[src/hdl/plrp_pkg.sv]
// Types, constants and register indexes shared by the frequency-table row parser.
package plrp_pkg;

   localparam int ROW_WORD_W   = 32;
   localparam int XO_RATE_W    = 27;
   localparam int CORES_W      = 3;
   localparam int DOMAIN_W     = 2;
   localparam int ROW_INDEX_W  = 5;
   localparam int FREQ_W       = 25;
   localparam int MULT_W       = 8;
   localparam int ROW_COUNT_W  = 6;
   localparam int TALLY_W      = 6;
   localparam int PROD_W       = XO_RATE_W + MULT_W;
   localparam int DIV_IN_W     = PROD_W - 3;
   localparam int QUOT_W       = 26;
   localparam int RECIP_W      = 26;

   localparam int MAX_ENTRIES  = 32;

   localparam int CSR_INDEX_W  = 2;
   localparam int CSR_DATA_W   = XO_RATE_W;

   localparam logic [CSR_INDEX_W-1:0] CSR_REF_RATE   = 2'd0;
   localparam logic [CSR_INDEX_W-1:0] CSR_TURBO_CODE = 2'd1;
   localparam logic [CSR_INDEX_W-1:0] CSR_DOMAIN_ID  = 2'd2;

   localparam logic [XO_RATE_W-1:0] XO_RATE_RESET    = 27'd19200000;
   localparam logic [CORES_W-1:0]   TURBO_CODE_RESET = 3'd1;
   localparam logic [DOMAIN_W-1:0]  DOMAIN_ID_RESET  = 2'd0;

   localparam logic [FREQ_W-1:0]   FREQ_MAX    = '1;
   localparam logic [RECIP_W-1:0]  KHZ_RECIP   = 26'd34359738;
   localparam logic [DIV_IN_W-1:0] KHZ_DIV_ODD = 32'd125;

   typedef struct packed {
      logic [ROW_WORD_W-1:0] row_word;
      logic                  start_of_table;
   } req_payload_type;

   typedef struct packed {
      logic [DOMAIN_W-1:0]    domain_echo;
      logic [ROW_INDEX_W-1:0] row_index;
      logic [FREQ_W-1:0]      freq_khz;
      logic [CORES_W-1:0]     core_cnt;
      logic                   entry_valid;
      logic                   boost_promoted;
      logic                   end_of_table;
      logic                   row_ignored;
      logic [TALLY_W-1:0]     valid_total;
      logic                   table_usable;
   } rsp_payload_type;

endpackage

[src/hdl/plrp_if.sv]
// Row and result channel interfaces of the frequency-table row parser.
interface plrp_req_if import plrp_pkg::*; ();
   logic            valid;
   logic            ready;
   req_payload_type payload;
   modport source (output valid, output payload, input ready);
   modport sink   (input valid, input payload, output ready);
endinterface

interface plrp_rsp_if import plrp_pkg::*; ();
   logic            valid;
   logic            ready;
   rsp_payload_type payload;
   modport source (output valid, output payload, input ready);
   modport sink   (input valid, input payload, output ready);
endinterface

[src/hdl/perf_lut_row_parser_core.sv]
// Frequency-table row parser: decode rows, track table state, report each row.
//
// Rows arrive on req_if, one 32-bit row word per transfer with a start flag
// that restarts parsing at row zero. Each row yields exactly one result on
// rsp_if: decoded kHz, core count, entry flags, end and ignore flags and the
// running count of valid entries, tagged with the configured domain.
// The csr_ port writes the reference rate, turbo code and domain; write them
// only while no rows are in flight.
// Pipeline: each row passes the input register, product, reciprocal estimate,
// correction and table state registers before its result is offered.
// Throughput: one row per cycle while the receiver takes results; the table
// state update is combinational logic on the final stage.
// Reset clears the pipeline, the table state and loads register defaults.
// When the receiver stalls, the result register holds and empty stages
// keep filling; ready drops once all five stages hold rows.
module perf_lut_row_parser_core import plrp_pkg::*; (
   input  logic                   clock,
   input  logic                   reset,
   plrp_req_if.sink               req_if,
   plrp_rsp_if.source             rsp_if,
   input  logic                   csr_we,
   input  logic [CSR_INDEX_W-1:0] csr_index,
   input  logic [CSR_DATA_W-1:0]  csr_wdata
);

   logic [XO_RATE_W-1:0] xo_rate_ff;
   logic [CORES_W-1:0]   turbo_code_ff;
   logic [DOMAIN_W-1:0]  domain_ff;

   logic s0_valid_ff, s1_valid_ff, s2_valid_ff, s3_valid_ff, rsp_valid_ff;
   logic s0_ready, s1_ready, s2_ready, s3_ready, rsp_ready;

   req_payload_type s0_data_ff;

   logic [PROD_W-1:0]   s1_prod_ff, s1_prod_in;
   logic [CORES_W-1:0]  s1_cores_ff;
   logic                s1_start_ff;

   logic [DIV_IN_W-1:0]         s2_x_ff, s2_x_in;
   logic [QUOT_W-1:0]           s2_q0_ff, s2_q0_in;
   logic [DIV_IN_W+RECIP_W-1:0] s2_est;
   logic [CORES_W-1:0]          s2_cores_ff;
   logic                        s2_start_ff;

   logic [DIV_IN_W-1:0] s2_rem;
   logic [QUOT_W-1:0]   s2_quot;
   logic [FREQ_W-1:0]   s3_freq_ff, s3_freq_in;
   logic [CORES_W-1:0]  s3_cores_ff;
   logic                s3_start_ff;

   logic [ROW_COUNT_W-1:0] next_row_ff, next_row_in;
   logic [FREQ_W-1:0]      last_freq_ff, last_freq_in;
   logic                   prior_turbo_ff, prior_turbo_in;
   logic [FREQ_W-1:0]      prior_turbo_freq_ff, prior_turbo_freq_in;
   logic [TALLY_W-1:0]     tally_ff, tally_in;
   logic                   done_ff, done_in;

   rsp_payload_type rsp_data_ff, rsp_data_in;

   // handshake: each stage advances when the next one is empty or advancing
   assign rsp_ready = !rsp_valid_ff || rsp_if.ready;
   assign s3_ready  = !s3_valid_ff || rsp_ready;
   assign s2_ready  = !s2_valid_ff || s3_ready;
   assign s1_ready  = !s1_valid_ff || s2_ready;
   assign s0_ready  = !s0_valid_ff || s1_ready;

   assign req_if.ready   = s0_ready;
   assign rsp_if.valid   = rsp_valid_ff;
   assign rsp_if.payload = rsp_data_ff;

   always_ff @(posedge clock) begin
      if (reset) begin
         xo_rate_ff    <= XO_RATE_RESET;
         turbo_code_ff <= TURBO_CODE_RESET;
         domain_ff     <= DOMAIN_ID_RESET;
      end else if (csr_we) begin
         unique case (csr_index)
            CSR_REF_RATE:   xo_rate_ff    <= csr_wdata;
            CSR_TURBO_CODE: turbo_code_ff <= csr_wdata[CORES_W-1:0];
            CSR_DOMAIN_ID:  domain_ff     <= csr_wdata[DOMAIN_W-1:0];
            default: ;
         endcase
      end
   end

   always_ff @(posedge clock) begin
      if (reset) begin
         s0_valid_ff  <= 1'b0;
         s1_valid_ff  <= 1'b0;
         s2_valid_ff  <= 1'b0;
         s3_valid_ff  <= 1'b0;
         rsp_valid_ff <= 1'b0;
      end else begin
         if (s0_ready)  s0_valid_ff  <= req_if.valid;
         if (s1_ready)  s1_valid_ff  <= s0_valid_ff;
         if (s2_ready)  s2_valid_ff  <= s1_valid_ff;
         if (s3_ready)  s3_valid_ff  <= s2_valid_ff;
         if (rsp_ready) rsp_valid_ff <= s3_valid_ff;
      end
   end

   // product stage: rate times multiplier, or the bare rate for source zero
   always_comb begin
      if (s0_data_ff.row_word[31:30] != 2'd0) begin
         s1_prod_in = PROD_W'(xo_rate_ff) * PROD_W'(s0_data_ff.row_word[MULT_W-1:0]);
      end else begin
         s1_prod_in = PROD_W'(xo_rate_ff);
      end
   end

   // divide by 1000 as divide by 8, then by 125 through a reciprocal estimate
   assign s2_x_in  = s1_prod_ff[PROD_W-1:3];
   assign s2_est   = (DIV_IN_W+RECIP_W)'(s2_x_in) * (DIV_IN_W+RECIP_W)'(KHZ_RECIP);
   assign s2_q0_in = s2_est[DIV_IN_W+QUOT_W-1:DIV_IN_W];

   // correct the estimate, which is low by at most one, then saturate
   assign s2_rem  = s2_x_ff - (DIV_IN_W'(s2_q0_ff) * KHZ_DIV_ODD);
   assign s2_quot = s2_q0_ff + QUOT_W'(s2_rem >= KHZ_DIV_ODD);
   assign s3_freq_in = s2_quot[QUOT_W-1] ? FREQ_MAX : s2_quot[FREQ_W-1:0];

   always_ff @(posedge clock) begin
      if (s0_ready && req_if.valid) begin
         s0_data_ff <= req_if.payload;
      end
      if (s1_ready && s0_valid_ff) begin
         s1_prod_ff  <= s1_prod_in;
         s1_cores_ff <= s0_data_ff.row_word[18:16];
         s1_start_ff <= s0_data_ff.start_of_table;
      end
      if (s2_ready && s1_valid_ff) begin
         s2_x_ff     <= s2_x_in;
         s2_q0_ff    <= s2_q0_in;
         s2_cores_ff <= s1_cores_ff;
         s2_start_ff <= s1_start_ff;
      end
      if (s3_ready && s2_valid_ff) begin
         s3_freq_ff  <= s3_freq_in;
         s3_cores_ff <= s2_cores_ff;
         s3_start_ff <= s2_start_ff;
      end
      if (rsp_ready && s3_valid_ff) begin
         rsp_data_ff <= rsp_data_in;
      end
   end

   // table state: restart on the start flag, then classify the row
   always_comb begin
      logic [ROW_COUNT_W-1:0] e_next;
      logic [FREQ_W-1:0]      e_last;
      logic                   e_prior;
      logic [FREQ_W-1:0]      e_prior_freq;
      logic [TALLY_W-1:0]     e_tally;
      logic                   e_done;
      logic                   valid, boost, ended;

      e_next       = s3_start_ff ? '0 : next_row_ff;
      e_last       = s3_start_ff ? '0 : last_freq_ff;
      e_prior      = s3_start_ff ? 1'b0 : prior_turbo_ff;
      e_prior_freq = s3_start_ff ? '0 : prior_turbo_freq_ff;
      e_tally      = s3_start_ff ? '0 : tally_ff;
      e_done       = s3_start_ff ? 1'b0 : done_ff;
      valid        = 1'b0;
      boost        = 1'b0;
      ended        = 1'b0;

      next_row_in         = e_next;
      last_freq_in        = e_last;
      prior_turbo_in      = e_prior;
      prior_turbo_freq_in = e_prior_freq;
      tally_in            = e_tally;
      done_in             = e_done;

      if (!e_done) begin
         if (s3_cores_ff == turbo_code_ff) begin
            prior_turbo_in      = 1'b1;
            prior_turbo_freq_in = s3_freq_ff;
         end else if (e_next != '0 && s3_freq_ff == e_last) begin
            if (e_prior && e_prior_freq == e_last) begin
               boost    = 1'b1;
               tally_in = e_tally + TALLY_W'(1);
            end
            ended          = 1'b1;
            prior_turbo_in = 1'b0;
         end else begin
            if (s3_freq_ff != e_last) begin
               valid    = 1'b1;
               tally_in = e_tally + TALLY_W'(1);
            end
            last_freq_in   = s3_freq_ff;
            prior_turbo_in = 1'b0;
         end
         next_row_in = e_next + ROW_COUNT_W'(1);
         if (e_next == ROW_COUNT_W'(MAX_ENTRIES - 1)) begin
            ended = 1'b1;
         end
         done_in = ended;
      end

      rsp_data_in.domain_echo    = domain_ff;
      rsp_data_in.row_index      = e_done ? '0 : e_next[ROW_INDEX_W-1:0];
      rsp_data_in.freq_khz       = s3_freq_ff;
      rsp_data_in.core_cnt       = s3_cores_ff;
      rsp_data_in.entry_valid    = valid;
      rsp_data_in.boost_promoted = boost;
      rsp_data_in.end_of_table   = ended;
      rsp_data_in.row_ignored    = e_done;
      rsp_data_in.valid_total    = tally_in;
      rsp_data_in.table_usable   = (tally_in != '0);
   end

   always_ff @(posedge clock) begin
      if (reset) begin
         next_row_ff         <= '0;
         last_freq_ff        <= '0;
         prior_turbo_ff      <= 1'b0;
         prior_turbo_freq_ff <= '0;
         tally_ff            <= '0;
         done_ff             <= 1'b0;
      end else if (rsp_ready && s3_valid_ff) begin
         next_row_ff         <= next_row_in;
         last_freq_ff        <= last_freq_in;
         prior_turbo_ff      <= prior_turbo_in;
         prior_turbo_freq_ff <= prior_turbo_freq_in;
         tally_ff            <= tally_in;
         done_ff             <= done_in;
      end
   end

   a_tally_within_rows: assert property (@(posedge clock) disable iff (reset)
      tally_ff <= TALLY_W'(next_row_ff))
      else $error("valid entry count exceeds rows parsed");

   a_open_table_bounded: assert property (@(posedge clock) disable iff (reset)
      !done_ff |-> next_row_ff < ROW_COUNT_W'(MAX_ENTRIES))
      else $error("table still open past the last row");

   a_ignored_no_flags: assert property (@(posedge clock) disable iff (reset)
      rsp_valid_ff && rsp_data_ff.row_ignored |->
         !rsp_data_ff.entry_valid && !rsp_data_ff.boost_promoted &&
         !rsp_data_ff.end_of_table)
      else $error("ignored row carries entry flags");

   a_boost_ends_table: assert property (@(posedge clock) disable iff (reset)
      rsp_valid_ff && rsp_data_ff.boost_promoted |->
         rsp_data_ff.end_of_table && !rsp_data_ff.entry_valid)
      else $error("boost promotion without end of table");

endmodule
[src/flat_wrapper.sv]
// flat-port wrapper written by rule: the top's interface ports become plain ports
module perf_lut_row_parser_core_flat import plrp_pkg::*;
  (clock, reset, csr_we, csr_index, csr_wdata, req_if_valid, req_if_payload, req_if_ready, rsp_if_valid, rsp_if_payload, rsp_if_ready);
  plrp_req_if req_if_i ();
  plrp_rsp_if rsp_if_i ();
  input  logic clock;
  input  logic reset;
  input  logic csr_we;
  input  logic [CSR_INDEX_W-1:0] csr_index;
  input  logic [CSR_DATA_W-1:0] csr_wdata;
  input wire logic [$bits(req_if_i.valid)-1:0] req_if_valid;
  input wire logic [$bits(req_if_i.payload)-1:0] req_if_payload;
  output wire logic [$bits(req_if_i.ready)-1:0] req_if_ready;
  output wire logic [$bits(rsp_if_i.valid)-1:0] rsp_if_valid;
  output wire logic [$bits(rsp_if_i.payload)-1:0] rsp_if_payload;
  input wire logic [$bits(rsp_if_i.ready)-1:0] rsp_if_ready;
  assign req_if_i.valid = req_if_valid;
  assign req_if_i.payload = req_if_payload;
  assign req_if_ready = req_if_i.ready;
  assign rsp_if_valid = rsp_if_i.valid;
  assign rsp_if_payload = rsp_if_i.payload;
  assign rsp_if_i.ready = rsp_if_ready;
  perf_lut_row_parser_core u_core (.clock(clock), .reset(reset), .req_if(req_if_i), .rsp_if(rsp_if_i), .csr_we(csr_we), .csr_index(csr_index), .csr_wdata(csr_wdata));
endmodule
[config.mk]
export PLATFORM = sky130hd
export DESIGN_NAME = perf_lut_row_parser_core_flat
export DESIGN_NICKNAME = d
export VERILOG_FILES = /design/src/hdl/plrp_pkg.sv /design/src/hdl/plrp_if.sv /design/src/hdl/perf_lut_row_parser_core.sv /design/src/flat_wrapper.sv
export SDC_FILE = /design/constraint.sdc
export NUM_CORES = 2
export LEC_CHECK = 0
export ABC_AREA = 0
export BUFFER_PORTS_ARGS = -buffer_cell sky130_fd_sc_hd__buf_2
export CAP_MARGIN = 15
export CORE_MARGIN = 2
export CORE_UTILIZATION = 60
export CTS_BUF_LIST = sky130_fd_sc_hd__clkbuf_16
export CTS_CLUSTER_DIAMETER = 100
export DETAILED_ROUTE_END_ITERATION = 12
export HOLD_SLACK_MARGIN = 0.05
export PLACE_DENSITY = 0.77
export SLEW_MARGIN = 30
export SYNTH_ARGS = -nofsm -noshare
export SYNTH_HDL_FRONTEND = slang
export SYNTH_SLANG_ARGS = --single-unit
[constraint.sdc]
create_clock -name clock -period 12.8 [get_ports clock]
set_input_delay 1.28 -clock clock [delete_from_list [all_inputs] [get_ports clock]]
set_output_delay 1.28 -clock clock [all_outputs]
set_load 0.05 [all_outputs]
==> results.md <==
* Met1 usage at 0.366
* Most common library cell in the layout ignoring fill and taps: inv_1
* Synth Area in Adders at 0.465
* Starting Density at 0.605
* Multi-input gate area at 0.0244 sq mm
* Top post-synthesis cells by area: fa_1 (29%), ha_1 (17%), edfxtp_1 (16%)
* 1st-iter DRT viols at 1450
* Area leader, netlist: fa_1
* Post-synth top flop: edfxtp_1
* Vias in the first global route at 25547
* Max incr delay on CP at 0.55 ns
* Simple-Gate Fraction of Synth Area at 0.106
* Yosys top cell area share at 0.294
* EDFF count, synth at 187
* Port Buffers at 95
* Max-Cap Viols at 0
* Setup TNS at 0 ns
* Fin crit share at 0.665
* Most used cell along the critical path: fa_1
* Critical Path Fanout Max at 25
* Grt met2 use at 0.442
* Die ar. at 0.0613 sq mm
* Layout cells sized above 1 at 0.0542
* RSZ-0062 raised after global routing: false
* Total wire length at 77700 um
* Status: finished clean
* FF+latch count, synth at 288
* Post-CTS setup buffers at 0
* Sequential cell area at 0.00764 sq mm
* CP Data Required Time at 13.12 ns
* DR vias/cell at 5.54
* HPWL after DPL at 62000 um
* Clock buffer depth at 3
* Final hold vios at 0
* Nets at 4745
* Synthesized area at 0.0356 sq mm
* Hold_buf cts at 0
* PostCTS Resize Cnt at 0
* WS Path Type: reg2reg
* CTS Sinks at 288
* Global routing's busiest layer: met2
* Synthesized Nets at 4691
* GRT Overall Usage at 0.263
* Min-delay src: u_core.s2_cores_ff[2]
* Die span in y at 248 um
* Compound-Gate Fraction of Synth Area at 0.0801
* Max Clk Rate at 0.117 GHz
* Ys Warns at 0
* Final core occ at 0.645
* Mux contribution to synthesized area at 0.00355
* Routed WL per cell at 17.4 um
* Async set-reset flop share out of synthesis at 0
* First-pass GRT wire length at 129000 um
* Die X at 248 um
* Main combinational cell family by area after synthesis: adder cells
* Final Critical Period at 8.51 ns
* Worst Max-Slew Pin Slew at 0.859 ns
* XOR/XNOR Fraction of Synth Area at 0.0305
* CTS tree: built
* Setup crit start: u_core.s2_q0_ff[12]
* Largest net degree at the start of global routing at 102
* Met3 GRT Util at 0.0288
* Worst path arrival time at 8.83 ns
* Drt first pass iters at 5
* Crit end category: flip-flop
* Post-Syn Instances at 3614
* Area Growth Syn to Fin at 6.53%
* Register-to-register setup slack at 4.29 ns
* Num CTS Buffers at 31
* Initial antenna violation count at 2
* Register area share after synthesis at 0.215
* Overflow after GRT at 0
* Worst Skew at 0.0230 ns
* Relative slew slack at 0.413
* CP max stage cell: fa_1
* Final antenna-violating net count at 0
* Antenna diodes at 0
* Synthesized area per cell at 9.85 sq um
* Synth unique cells at 78
* Later-pin clock latency in the skew report at 0.61 ns
* Fill count at 4681
* Root Driver: clkbuf_16
* Min-Delay Path Depth at 0
* Clk slew on worst S/H paths at 0.06 ns
* CP Launch Type: flip-flop
* Setup violators final at 0
* GP Congestion at 0.921
* FF-to-FF path depth at 29
* Via count at 24739
* Most frequent cells in the layout: inv_1 (856), fa_1 (522), ha_1 (488), nand2_1 (307), edfxtp_1 (187)
* IO Pins at 115
* Row count at 89
* # DRC at 0
* HP Class: reg2reg
* R2r startpoint: u_core.s2_q0_ff[12]
* H-tree depth at 1
* Core area at 0.0588 sq mm
* Final max-slew violation count at 0
routing by layer:
layer / wire length (um) / vias up
met4: 1690 / 0
met2: 37900 / 641
met1: 33700 / 12380
li1: - / 11614
met5: 0 / -
met3: 4430 / 104
metrics by stage:
stage	setup slack, ns	hold WS [ns]	instance area [sq um]	instances
after floorplan	5.72	0.400	35600	3614
after global placement	4.63	0.402	36800	4400
after detailed placement	4.48	0.405	36800	4402
after CTS	4.40	0.420	37800	4459
after global routing	3.83	0.424	37900	4465
final	4.29	0.419	37900	4465
synthesized netlist by cell type, drive strengths merged, types with 33 or more instances:
cell type	n
fa	522
dfxtp	101
a22oi	53
xor2	35
and2	93
o21ai	92
ha	488
nor2	173
inv	851
a21oi	143
xnor2	88
nand2	307
clkbuf	85
edfxtp	187
nand3	33
final timing paths:
check                                              to
worst max-delay path            u_core.s3_freq_ff[20]
worst min register to register  u_core.s3_cores_ff[2]
worst max register to register  u_core.s3_freq_ff[20]
worst min-delay path            u_core.s3_cores_ff[2]
sequential cells by signal (all words and copies together) (netlist names), 2 cells and up:
name / count
u_core.turbo_code_ff: 3
u_core.xo_rate_ff: 27
u_core.s3_cores_ff: 3
u_core.s1_cores_ff: 3
u_core.s0_data_ff: 14
u_core.domain_ff: 2
u_core.s2_x_ff: 32
u_core.next_row_ff: 6
u_core.prior_turbo_freq_ff: 25
u_core.s2_q0_ff: 26
u_core.rsp_if.payload: 46
u_core.tally_ff: 6
u_core.last_freq_ff: 25
u_core.s1_prod_ff: 32
u_core.s2_cores_ff: 3
u_core.s3_freq_ff: 25
worst max-delay path, delay by kind of cell, from the launching register on:
family / cells / cell delay (ns)
simple gates: 11 / 2.08
buf+inv: 4 / 0.78
compound gates: 7 / 1.98
xor+xnor: 1 / 0.13
fa+ha+maj: 6 / 2.77
flops: 1 / 0.45
area by class of cell:
class	count	area share
clock buffers	31	0.0205
clock inverters	26	0.00604
inverters	851	0.0842
multi-input cells	2380	0.644
flip-flops and latches	288	0.201
well taps	773	0.0255
repair buffers	116	0.0181
cells by family after synthesis:
kind of cell,Yosys count
buffers and inverters,946
muxes,12
and+or+nand+nor,784
adders and majority gates,1010
DFF,288
xor gates and xnor gates,123
AOI/OAI and AO/OA,451
Power is left out: the tool's default activity adds up to more than one toggle a clock period on the data nets, which glitch-free logic cannot reach.
